$ cat config.mk
export PLATFORM = sky130hd
export DESIGN_NAME = sync_frame_receiver_crc16_flat
export DESIGN_NICKNAME = d
export VERILOG_FILES = /design/src/hdl/sfr_pkg.sv /design/src/hdl/sfr_stream_if.sv /design/src/hdl/sync_frame_receiver_crc16.sv /design/src/hdl/sfr_front.sv /design/src/hdl/sfr_queue.sv /design/src/hdl/sfr_back.sv /design/src/flat_wrapper.sv
export SDC_FILE = /design/constraint.sdc
export NUM_CORES = 1
export LEC_CHECK = 0
export BUFFER_PORTS_ARGS = -buffer_cell sky130_fd_sc_hd__buf_2
export CAP_MARGIN = 20
export CORE_MARGIN = 1
export CORE_UTILIZATION = 30
export CTS_BUF_LIST = sky130_fd_sc_hd__clkbuf_16
export DETAILED_ROUTE_END_ITERATION = 6
export PLACE_DENSITY = 0.55
export RECOVER_POWER = 100
export SYNTH_ARGS = -nofsm -noshare
export SYNTH_HDL_FRONTEND = slang
export SYNTH_SLANG_ARGS = --single-unit
export TNS_END_PERCENT = 10
$ cat constraint.sdc
create_clock -name clk -period 8.25 [get_ports clk]
set_input_delay 1.65 -clock clk [delete_from_list [all_inputs] [get_ports clk]]
set_output_delay 1.65 -clock clk [all_outputs]
set_load 0.1 [all_outputs]
$ cat src/hdl/sfr_pkg.sv
package sfr_pkg;

	// Reset values of the configuration registers
	localparam logic [7:0]  SYNC_FIRST_RST    = 8'hAA;
	localparam logic [7:0]  SYNC_SECOND_RST   = 8'h55;
	localparam logic [19:0] TIMEOUT_TICKS_RST = 20'd1000;
	localparam logic [10:0] PAYLOAD_LIMIT_RST = 11'd1024;

	// Parameter defaults
	localparam int MAX_PAYLOAD_DEF = 1024;
	localparam int QUEUE_DEPTH_DEF = 2;

	// Configuration port
	localparam int CFG_IDX_W  = 2;
	localparam int CFG_DATA_W = 20;
	localparam logic [CFG_IDX_W-1:0] REG_SYNC_FIRST    = 2'd0;
	localparam logic [CFG_IDX_W-1:0] REG_SYNC_SECOND   = 2'd1;
	localparam logic [CFG_IDX_W-1:0] REG_TIMEOUT_TICKS = 2'd2;
	localparam logic [CFG_IDX_W-1:0] REG_PAYLOAD_LIMIT = 2'd3;

	// Result kinds
	localparam logic [2:0] KIND_PAYLOAD = 3'd0;
	localparam logic [2:0] KIND_GOOD    = 3'd1;
	localparam logic [2:0] KIND_CRC_ERR = 3'd2;
	localparam logic [2:0] KIND_TOO_LONG = 3'd3;
	localparam logic [2:0] KIND_TIMEOUT = 3'd4;

	localparam logic [15:0] CRC_POLY       = 16'h1021;
	localparam logic [16:0] FRAME_OVERHEAD = 17'd8;

	typedef struct packed {
		logic [7:0]  sync_first;
		logic [7:0]  sync_second;
		logic [19:0] timeout_ticks;
		logic [10:0] payload_limit;
	} cfg_t;

	// Classified input beat
	typedef struct packed {
		logic       is_tick;
		logic [7:0] data;
		logic       first_hit;
		logic       second_hit;
	} item_t;

	typedef struct packed {
		logic full;
		logic empty;
	} q_stat_t;

	typedef struct packed {
		logic [2:0]  result_kind;
		logic [7:0]  payload_byte;
		logic [9:0]  byte_index;
		logic [7:0]  frame_type;
		logic [7:0]  frame_dest;
		logic [15:0] payload_length;
		logic [15:0] total_length;
		logic        end_of_frame;
	} res_t;

	// CRC-16, poly 0x1021, MSB first, one byte
	function automatic logic [15:0] crc_byte(input logic [15:0] crc, input logic [7:0] b);
		logic [15:0] c;
		c = crc ^ {b, 8'h00};
		for (int i = 0; i < 8; i++) begin
			if (c[15]) begin
				c = {c[14:0], 1'b0} ^ CRC_POLY;
			end else begin
				c = {c[14:0], 1'b0};
			end
		end
		return c;
	endfunction

endpackage

$ cat src/hdl/sfr_stream_if.sv
interface sfr_in_if;
	logic       valid;
	logic       ready;
	logic       mode;
	logic [7:0] rx_byte;

	modport source(output valid, mode, rx_byte, input ready);
	modport sink(input valid, mode, rx_byte, output ready);
endinterface

interface sfr_out_if;
	logic        valid;
	logic        ready;
	logic [2:0]  result_kind;
	logic [7:0]  payload_byte;
	logic [9:0]  byte_index;
	logic [7:0]  frame_type;
	logic [7:0]  frame_dest;
	logic [15:0] payload_length;
	logic [15:0] total_length;
	logic        end_of_frame;

	modport source(output valid, result_kind, payload_byte, byte_index, frame_type,
		frame_dest, payload_length, total_length, end_of_frame, input ready);
	modport sink(input valid, result_kind, payload_byte, byte_index, frame_type,
		frame_dest, payload_length, total_length, end_of_frame, output ready);
endinterface

$ cat src/hdl/sync_frame_receiver_crc16.sv
// Sync frame receiver with CRC-16 (poly 0x1021, init 0) check.
// item channel: one beat per received byte (mode 0) or per time tick (mode 1).
// result channel: one beat per payload byte as it arrives, plus one status
// beat (good, CRC error, length too long, timeout) that ends each frame;
// beats that cause nothing produce no result.
// Config: wr_en / wr_index / wr_data write sync_first, sync_second,
// timeout_ticks and payload_limit; write only while the block is idle.
// Path: an item beat is written into the input queue, and the frame state
// machine step pops it and loads the output register; a stall in the back
// end can hold the beat in the queue.
// Throughput: one item per cycle while result.ready stays high, set by the
// combinational byte CRC update and state machine step in the back end.
// Stall: while result.ready is low the output register holds its beat and
// the input queue keeps taking items until it fills, then item.ready drops.
// Reset: arst_n clears the queue, the output register and the frame state,
// returns to hunting the first sync byte and loads the default registers.
module sync_frame_receiver_crc16 #(
	parameter int MAX_PAYLOAD = sfr_pkg::MAX_PAYLOAD_DEF,
	parameter int QUEUE_DEPTH = sfr_pkg::QUEUE_DEPTH_DEF
) (
	input  logic                             clk,
	input  logic                             arst_n,
	sfr_in_if.sink                           item,
	sfr_out_if.source                        result,
	input  logic                             wr_en,
	input  logic [sfr_pkg::CFG_IDX_W-1:0]    wr_index,
	input  logic [sfr_pkg::CFG_DATA_W-1:0]   wr_data
);
	import sfr_pkg::*;

	cfg_t    cfg_q;
	q_stat_t q_stat;
	logic    push;
	logic    pop;
	item_t   push_item;
	item_t   pop_item;

	// Configuration registers
	always_ff @(posedge clk or negedge arst_n) begin
		if (!arst_n) begin
			cfg_q.sync_first    <= SYNC_FIRST_RST;
			cfg_q.sync_second   <= SYNC_SECOND_RST;
			cfg_q.timeout_ticks <= TIMEOUT_TICKS_RST;
			cfg_q.payload_limit <= PAYLOAD_LIMIT_RST;
		end else if (wr_en) begin
			unique case (wr_index)
				REG_SYNC_FIRST:    cfg_q.sync_first    <= wr_data[7:0];
				REG_SYNC_SECOND:   cfg_q.sync_second   <= wr_data[7:0];
				REG_TIMEOUT_TICKS: cfg_q.timeout_ticks <= wr_data[19:0];
				REG_PAYLOAD_LIMIT: cfg_q.payload_limit <= wr_data[10:0];
				default: ;
			endcase
		end
	end

	sfr_front u_front (
		.item      (item),
		.cfg       (cfg_q),
		.q_stat    (q_stat),
		.push      (push),
		.push_item (push_item)
	);

	sfr_queue #(
		.DEPTH (QUEUE_DEPTH)
	) u_queue (
		.clk       (clk),
		.arst_n    (arst_n),
		.push      (push),
		.push_item (push_item),
		.pop       (pop),
		.pop_item  (pop_item),
		.q_stat    (q_stat)
	);

	sfr_back #(
		.MAX_PAYLOAD (MAX_PAYLOAD)
	) u_back (
		.clk      (clk),
		.arst_n   (arst_n),
		.cfg      (cfg_q),
		.q_stat   (q_stat),
		.pop_item (pop_item),
		.pop      (pop),
		.result   (result)
	);

`ifndef SYNTHESIS
	// Back end never pops an empty queue
	a_pop_nonempty: assert property (@(posedge clk) disable iff (!arst_n)
		pop |-> !q_stat.empty)
		else $error("pop from empty queue");

	// Status beats and only status beats end a frame
	a_eof_kind: assert property (@(posedge clk) disable iff (!arst_n)
		result.valid |-> (result.end_of_frame == (result.result_kind != KIND_PAYLOAD)))
		else $error("end_of_frame does not match result kind");

	// A good frame reports length plus overhead
	a_good_total: assert property (@(posedge clk) disable iff (!arst_n)
		(result.valid && result.result_kind == KIND_GOOD)
		|-> (result.total_length == result.payload_length + 16'd8))
		else $error("total length wrong on good frame");
`endif

endmodule

$ cat src/hdl/sfr_front.sv
module sfr_front (
	sfr_in_if.sink          item,
	input  sfr_pkg::cfg_t    cfg,
	input  sfr_pkg::q_stat_t q_stat,
	output logic             push,
	output sfr_pkg::item_t   push_item
);
	import sfr_pkg::*;

	// Take a beat whenever the queue has room
	assign item.ready = !q_stat.full;
	assign push       = item.valid && !q_stat.full;

	// Classify: tick or byte, and sync matches up front
	always_comb begin
		push_item.is_tick    = item.mode;
		push_item.data       = item.rx_byte;
		push_item.first_hit  = (item.rx_byte == cfg.sync_first);
		push_item.second_hit = (item.rx_byte == cfg.sync_second);
	end

endmodule

$ cat src/hdl/sfr_queue.sv
module sfr_queue #(
	parameter int DEPTH = sfr_pkg::QUEUE_DEPTH_DEF
) (
	input  logic             clk,
	input  logic             arst_n,
	input  logic             push,
	input  sfr_pkg::item_t   push_item,
	input  logic             pop,
	output sfr_pkg::item_t   pop_item,
	output sfr_pkg::q_stat_t q_stat
);
	import sfr_pkg::*;

	localparam int PTR_W = (DEPTH > 1) ? $clog2(DEPTH) : 1;
	localparam int CNT_W = $clog2(DEPTH + 1);
	localparam logic [PTR_W-1:0] LAST = PTR_W'(DEPTH - 1);
	localparam logic [CNT_W-1:0] FULL_CNT = CNT_W'(DEPTH);

	item_t            mem_q [DEPTH];
	logic [PTR_W-1:0] wr_ptr_q;
	logic [PTR_W-1:0] rd_ptr_q;
	logic [CNT_W-1:0] cnt_q;

	assign q_stat.full  = (cnt_q == FULL_CNT);
	assign q_stat.empty = (cnt_q == '0);
	assign pop_item     = mem_q[rd_ptr_q];

	// Entry storage
	always_ff @(posedge clk) begin
		if (push) begin
			mem_q[wr_ptr_q] <= push_item;
		end
	end

	// Pointers and fill count
	always_ff @(posedge clk or negedge arst_n) begin
		if (!arst_n) begin
			wr_ptr_q <= '0;
			rd_ptr_q <= '0;
			cnt_q    <= '0;
		end else begin
			if (push) begin
				wr_ptr_q <= (wr_ptr_q == LAST) ? '0 : wr_ptr_q + 1'b1;
			end
			if (pop) begin
				rd_ptr_q <= (rd_ptr_q == LAST) ? '0 : rd_ptr_q + 1'b1;
			end
			if (push && !pop) begin
				cnt_q <= cnt_q + 1'b1;
			end else if (pop && !push) begin
				cnt_q <= cnt_q - 1'b1;
			end
		end
	end

endmodule

$ cat src/hdl/sfr_back.sv
module sfr_back #(
	parameter int MAX_PAYLOAD = sfr_pkg::MAX_PAYLOAD_DEF
) (
	input  logic             clk,
	input  logic             arst_n,
	input  sfr_pkg::cfg_t    cfg,
	input  sfr_pkg::q_stat_t q_stat,
	input  sfr_pkg::item_t   pop_item,
	output logic             pop,
	sfr_out_if.source        result
);
	import sfr_pkg::*;

	localparam logic [2:0] PH_SYNC1 = 3'd0;
	localparam logic [2:0] PH_SYNC2 = 3'd1;
	localparam logic [2:0] PH_TYPE  = 3'd2;
	localparam logic [2:0] PH_DEST  = 3'd3;
	localparam logic [2:0] PH_LENLO = 3'd4;
	localparam logic [2:0] PH_LENHI = 3'd5;
	localparam logic [2:0] PH_DATA  = 3'd6;
	localparam logic [2:0] PH_CRC   = 3'd7;

	localparam logic [15:0] MAX_LEN = 16'(MAX_PAYLOAD);

	logic [2:0]  phase_q, phase_d;
	logic [7:0]  type_q, type_d;
	logic [7:0]  dest_q, dest_d;
	logic [15:0] length_q, length_d;
	logic [10:0] bytes_q, bytes_d;
	logic [15:0] crc_q, crc_d;
	logic [7:0]  crc_low_q, crc_low_d;
	logic [19:0] ticks_q, ticks_d;

	logic        res_valid_q;
	res_t        res_q, res_d;
	logic        emit;

	logic [20:0] tick_next;
	logic [15:0] limit;
	logic [15:0] crc_upd;
	logic [10:0] bytes_inc;
	logic [16:0] total;

	// Pop when the output register is free or being drained
	assign pop = !q_stat.empty && (!res_valid_q || result.ready);

	assign tick_next = {1'b0, ticks_q} + 21'd1;
	assign limit     = ({5'b0, cfg.payload_limit} > MAX_LEN) ? MAX_LEN
		: {5'b0, cfg.payload_limit};
	assign crc_upd   = crc_byte(crc_q, pop_item.data);
	assign bytes_inc = bytes_q + 11'd1;
	assign total     = {1'b0, length_q} + FRAME_OVERHEAD;

	// Frame state machine, one beat per cycle while pop is high
	always_comb begin
		phase_d   = phase_q;
		type_d    = type_q;
		dest_d    = dest_q;
		length_d  = length_q;
		bytes_d   = bytes_q;
		crc_d     = crc_q;
		crc_low_d = crc_low_q;
		ticks_d   = ticks_q;
		emit      = 1'b0;
		res_d.result_kind  = KIND_PAYLOAD;
		res_d.payload_byte = '0;
		res_d.byte_index   = '0;
		res_d.total_length = '0;
		res_d.end_of_frame = 1'b0;

		if (pop_item.is_tick) begin
			if (tick_next > {1'b0, cfg.timeout_ticks}) begin
				emit               = 1'b1;
				res_d.result_kind  = KIND_TIMEOUT;
				res_d.end_of_frame = 1'b1;
				phase_d            = PH_SYNC1;
				ticks_d            = '0;
			end else begin
				ticks_d = tick_next[19:0];
			end
		end else begin
			unique case (phase_q)
				PH_SYNC1: begin
					if (pop_item.first_hit) begin
						phase_d = PH_SYNC2;
					end
				end
				PH_SYNC2: begin
					if (pop_item.second_hit) begin
						phase_d = PH_TYPE;
						crc_d   = '0;
					end else begin
						phase_d = PH_SYNC1;
					end
				end
				PH_TYPE: begin
					type_d  = pop_item.data;
					crc_d   = crc_upd;
					phase_d = PH_DEST;
				end
				PH_DEST: begin
					dest_d  = pop_item.data;
					crc_d   = crc_upd;
					phase_d = PH_LENLO;
				end
				PH_LENLO: begin
					length_d = {8'h00, pop_item.data};
					crc_d    = crc_upd;
					phase_d  = PH_LENHI;
				end
				PH_LENHI: begin
					length_d = {pop_item.data, length_q[7:0]};
					crc_d    = crc_upd;
					bytes_d  = '0;
					if (length_d > limit) begin
						emit               = 1'b1;
						res_d.result_kind  = KIND_TOO_LONG;
						res_d.end_of_frame = 1'b1;
						phase_d            = PH_SYNC1;
						ticks_d            = '0;
					end else begin
						phase_d = (length_d == '0) ? PH_CRC : PH_DATA;
					end
				end
				PH_DATA: begin
					crc_d   = crc_upd;
					bytes_d = bytes_inc;
					if ({5'b0, bytes_inc} >= length_q) begin
						phase_d = PH_CRC;
					end
					emit               = 1'b1;
					res_d.result_kind  = KIND_PAYLOAD;
					res_d.payload_byte = pop_item.data;
					res_d.byte_index   = bytes_q[9:0];
				end
				PH_CRC: begin
					if ({5'b0, bytes_q} == length_q) begin
						crc_low_d = pop_item.data;
						bytes_d   = bytes_inc;
					end else begin
						emit               = 1'b1;
						res_d.end_of_frame = 1'b1;
						if ({pop_item.data, crc_low_q} == crc_q) begin
							res_d.result_kind  = KIND_GOOD;
							res_d.total_length = total[16] ? 16'hFFFF : total[15:0];
						end else begin
							res_d.result_kind = KIND_CRC_ERR;
						end
						phase_d = PH_SYNC1;
						ticks_d = '0;
					end
				end
				default: begin
					phase_d = PH_SYNC1;
				end
			endcase
		end

		res_d.frame_type     = type_d;
		res_d.frame_dest     = dest_d;
		res_d.payload_length = length_d;
	end

	// Frame state
	always_ff @(posedge clk or negedge arst_n) begin
		if (!arst_n) begin
			phase_q   <= PH_SYNC1;
			type_q    <= '0;
			dest_q    <= '0;
			length_q  <= '0;
			bytes_q   <= '0;
			crc_q     <= '0;
			crc_low_q <= '0;
			ticks_q   <= '0;
		end else if (pop) begin
			phase_q   <= phase_d;
			type_q    <= type_d;
			dest_q    <= dest_d;
			length_q  <= length_d;
			bytes_q   <= bytes_d;
			crc_q     <= crc_d;
			crc_low_q <= crc_low_d;
			ticks_q   <= ticks_d;
		end
	end

	// Output register
	always_ff @(posedge clk or negedge arst_n) begin
		if (!arst_n) begin
			res_valid_q <= 1'b0;
		end else if (pop) begin
			res_valid_q <= emit;
		end else if (result.ready) begin
			res_valid_q <= 1'b0;
		end
	end

	always_ff @(posedge clk) begin
		if (pop && emit) begin
			res_q <= res_d;
		end
	end

	assign result.valid          = res_valid_q;
	assign result.result_kind    = res_q.result_kind;
	assign result.payload_byte   = res_q.payload_byte;
	assign result.byte_index     = res_q.byte_index;
	assign result.frame_type     = res_q.frame_type;
	assign result.frame_dest     = res_q.frame_dest;
	assign result.payload_length = res_q.payload_length;
	assign result.total_length   = res_q.total_length;
	assign result.end_of_frame   = res_q.end_of_frame;

endmodule
$ cat src/flat_wrapper.sv
// flat-port wrapper written by rule: the top's interface ports become plain ports
module sync_frame_receiver_crc16_flat import sfr_pkg::*;
#(
	parameter int MAX_PAYLOAD = sfr_pkg::MAX_PAYLOAD_DEF,
	parameter int QUEUE_DEPTH = sfr_pkg::QUEUE_DEPTH_DEF
)
  (clk, arst_n, wr_en, wr_index, wr_data, item_valid, item_mode, item_rx_byte, item_ready, result_valid, result_result_kind, result_payload_byte, result_byte_index, result_frame_type, result_frame_dest, result_payload_length, result_total_length, result_end_of_frame, result_ready);
  sfr_in_if item_i ();
  sfr_out_if result_i ();
  input  logic clk;
  input  logic arst_n;
  input  logic wr_en;
  input  logic [sfr_pkg::CFG_IDX_W-1:0] wr_index;
  input  logic [sfr_pkg::CFG_DATA_W-1:0] wr_data;
  input wire logic [$bits(item_i.valid)-1:0] item_valid;
  input wire logic [$bits(item_i.mode)-1:0] item_mode;
  input wire logic [$bits(item_i.rx_byte)-1:0] item_rx_byte;
  output wire logic [$bits(item_i.ready)-1:0] item_ready;
  output wire logic [$bits(result_i.valid)-1:0] result_valid;
  output wire logic [$bits(result_i.result_kind)-1:0] result_result_kind;
  output wire logic [$bits(result_i.payload_byte)-1:0] result_payload_byte;
  output wire logic [$bits(result_i.byte_index)-1:0] result_byte_index;
  output wire logic [$bits(result_i.frame_type)-1:0] result_frame_type;
  output wire logic [$bits(result_i.frame_dest)-1:0] result_frame_dest;
  output wire logic [$bits(result_i.payload_length)-1:0] result_payload_length;
  output wire logic [$bits(result_i.total_length)-1:0] result_total_length;
  output wire logic [$bits(result_i.end_of_frame)-1:0] result_end_of_frame;
  input wire logic [$bits(result_i.ready)-1:0] result_ready;
  assign item_i.valid = item_valid;
  assign item_i.mode = item_mode;
  assign item_i.rx_byte = item_rx_byte;
  assign item_ready = item_i.ready;
  assign result_valid = result_i.valid;
  assign result_result_kind = result_i.result_kind;
  assign result_payload_byte = result_i.payload_byte;
  assign result_byte_index = result_i.byte_index;
  assign result_frame_type = result_i.frame_type;
  assign result_frame_dest = result_i.frame_dest;
  assign result_payload_length = result_i.payload_length;
  assign result_total_length = result_i.total_length;
  assign result_end_of_frame = result_i.end_of_frame;
  assign result_i.ready = result_ready;
  sync_frame_receiver_crc16 #(.MAX_PAYLOAD(MAX_PAYLOAD), .QUEUE_DEPTH(QUEUE_DEPTH)) u_core (.clk(clk), .arst_n(arst_n), .item(item_i), .result(result_i), .wr_en(wr_en), .wr_index(wr_index), .wr_data(wr_data));
endmodule
==> flow_summary_export.csv <==
group,metric,value,unit
sta,fmax,174,MHz
global_routing,grt_pass1_wl,45200,um
finish,multiInputGateArea,0.00495,mm^2
clock_tree,clk_path_buf_depth,3,
synth,yosysUniqueCellTypes,71,
finish,regArea,0.00633,mm^2
die,die_w,200,um
die,die_h,200,um
global_routing,gr-total-overflow,0,
worst_setup_path,arrival,5.87,ns
global_routing,grt-busiest-layer,"met2",
sta,worst_slack,2.51,ns
global_routing,antenna_found_initial,0,
sta,hold_viol,0,
synth,synth_simple_gate_area_share,12.5,%
outcome,status,"complete, but fails checks",
worst_setup_path,end_kind,"flip-flop",
synth,synth.cell_area,0.0118,mm^2
clock_tree,cts.sink_count,234,
clock_tree,post_cts_buffers,0,
pwr,p_leak,5.43,nW
place,pre_cts_ws,3.55,ns
die,pin_count,108,
sta,setup_violations,0,
synth,syn_inst,1031,
clock_tree,clk_pin_slew,0.06,ns
synth,synth_edf_count,92,
worst_hold_path,hold_class,"reg2reg",
sta,fin_skew,0.0242,ns
finish,final_cell_mix,"dfrtp_1, edfxtp_1, nand2_1",
synth,synth-seq-area-share,53.7,%
route,drt_first_pass_iters,5,
route,drc,0,
global_routing,grtUsageMet2,22.5,%
synth,async_flop_share,60.7,%
synth,synthMuxAreaShare,8.17,%
synth,synth_xor_area_share,7.13,%
pwr,power,5.47,mW
route,via_per_inst,4.80,
route,ant_nets,0,
finish,n_antenna_cell,0,
synth,syn_area_per_cell,11.4,um^2
synth,ys_seq_elements,234,
die,start_util,30.5,%
clock_tree,clock_latency,0.54,ns
finish,drive_above_1_share,14.9,%
sta,fin_setup_tns,0,ns
clock_tree,root_buffer,"clkbuf_16",
route,wl,28600,um
synth,synth_top_family_by_area,"simple AND/OR/NAND/NOR gates",
clock_tree,cts_tree,"done",
sta,drv_slew,234,
route,vias,8019,
global_routing,grt_max_degree,79,
place,gp_congestion,0.806,
synth,ys.warnings.count,0,
clock_tree,cts-resized-gates,0,
synth,synth-compound-area-share,10.2,%
die,die_area,0.0401,mm^2
synth,synthFlopType,"dfrtp_1",
worst_setup_path,crit_fanout,70,
route,wl_per_cell,17.1,um
finish,layout_commonest_cell,"dfrtp_1",
sta,worstMarginPinSlew,3.76,ns
global_routing,grt_pass1_vias,7792,
synth,synth_nets,1113,
sta,grt_setup_unrepaired,"no",
sta,period_minus_slack,5.74,ns
pwr,powerDensity,405,mW/mm^2
job,max_cap_violations,6,
finish,nFillCells,3976,
worst_setup_path,start_kind,"primary input",
sta,fin_crit_sh,69.6,%
global_routing,use_met1,20.5,%
place,dp_hpwl,20600,um
finish,nets,1215,
pwr,peakVddDrop,0.189,mV
global_routing,grt.total_usage,14.2,%
clock_tree,htreeDepth,1,
place,io_buffers,107,
route,drt_iter0_markers,459,
die,fp-row-count,72,
finish,area_delta_synth_final,14.3,%
clock_tree,ctsHoldBuffers,0,
worst_setup_path,critical_path_class,"in2reg",
sta,max_slew_margin,-151,%
clock_tree,cts_made_buffers,27,
global_routing,gr-usage-met3,2.00,%
synth,synth-adder-area-share,4.88,%
die,core,0.0387,mm^2
outcome,violations,"max-capacitance violations, max-slew violations",
worst_setup_path,worstPathRequired,8.39,ns
==> state kept, by name, indices dropped and copies added (netlist names), 2 cells and up <==
signal	count
u_core.u_back.result.byte_index	10
u_core.u_back.bytes_q	11
u_core.u_back.phase_q	3
u_core.u_back.dest_q	8
u_core.u_back.crc_q	16
u_core.u_back.result.result_kind	3
u_core.u_back.result.payload_byte	8
u_core.u_back.length_q	16
u_core.cfg_q	47
u_core.u_back.type_q	8
u_core.u_back.result.frame_dest	8
u_core.u_queue.cnt_q	2
u_core.u_back.result.total_length	16
u_core.u_back.result.payload_length	16
u_core.u_queue.mem_q	22
u_core.u_back.crc_low_q	8
u_core.u_back.result.frame_type	8
u_core.u_back.ticks_q	20
==> cell families (layout without fill, tap and decap cells) <==
kind of cell | Yosys count | count (layout)
xor gates and xnor gates | 96 | 96
buffers and inverters | 87 | 210
muxes | 83 | 83
adders and majority gates | 46 | 46
and+or+nand+nor | 294 | 294
AOI/OAI and AO/OA | 191 | 191
DFF | 234 | 234
==> layout make-up <==
cell class / count / area share, %
Timing Repair Buffer: 113 / 3.58
Sequential cell: 234 / 47.0
Clock buffer: 27 / 5.01
Multi-Input combinational cell: 710 / 36.7
Clock inverter: 23 / 1.62
Inverter: 47 / 1.31
Tap cell: 518 / 4.81
==> through the flow <==
step                      hold WS (ns)  area, um^2  std cells  util (%)
after floorplan                  0.450       11800       1031         -
after global placement           0.463       12800       1620      33.0
after detailed placement         0.470       12800       1621      33.0
after CTS                        0.484       13700       1671      35.3
after global routing             0.510       13500       1672      34.8
final                            0.480       13500       1672      34.8
==> Yosys cell counts, drive strengths merged, types with 15 or more instances <==
cell | instances | share of area [%]
a21oi | 53 | 2.6
and3 | 17 | 0.90
buf | 18 | 1.3
clkbuf | 22 | 0.70
dfrtp | 127 | 27
dfstp | 15 | 3.3
edfxtp | 92 | 23
ha | 46 | 4.9
inv | 46 | 1.5
mux2 | 72 | 6.9
nand2 | 93 | 3.0
nand3 | 43 | 1.8
nand4 | 20 | 1.1
nor2 | 56 | 1.8
o21ai | 83 | 3.8
xnor2 | 76 | 5.6
xor2 | 20 | 1.5
==> where the power goes <==
part           total [mW]  switching, mW  internal, mW
registers            1.93          0.306          1.62
clock network        1.20          0.478         0.721
logic                2.34           1.69         0.643
==> worst max-delay path, stage by stage <==
cell	delay (ns)
buf_2	0.07
nand2b_1	0.18
o21a_1	0.14
clkbuf_1	1.19
inv_1	0.56
nor2_1	0.44
nand4_1	0.18
o211ai_1	0.12
clkbuf_2	1.21
==> layer usage <==
metal / share of wire (%) / vias up / wire length (um)
li1: - / 3890 / -
met1: 49 / 3920 / 13900
met2: 45 / 172 / 12900
met3: 4.2 / 37 / 1210
met4: 2.1 / 0 / 588
met5: 0 / - / 0
==> final timing paths <==
check / from / to / cells after the start / slack, ns
worst max-delay path: result_ready / u_core.u_back.result.frame_dest[0] / 9 / 2.51
max in group asynchronous: arst_n / u_core.cfg_q[20] / 3 / 2.92
worst max register to register: u_core.u_queue.rd_ptr_q / u_core.u_back.result.frame_dest[0] / 11 / 2.86
worst min-delay path: u_core.u_back.dest_q[0] / u_core.u_back.dest_q[0] / 2 / 0.48
worst min register to register: u_core.u_back.dest_q[0] / u_core.u_back.dest_q[0] / 2 / 0.48
min in group asynchronous: arst_n / u_core.u_queue.wr_ptr_q / 1 / 2.44
No activity file was read; power rests on OpenSTA's default activity.
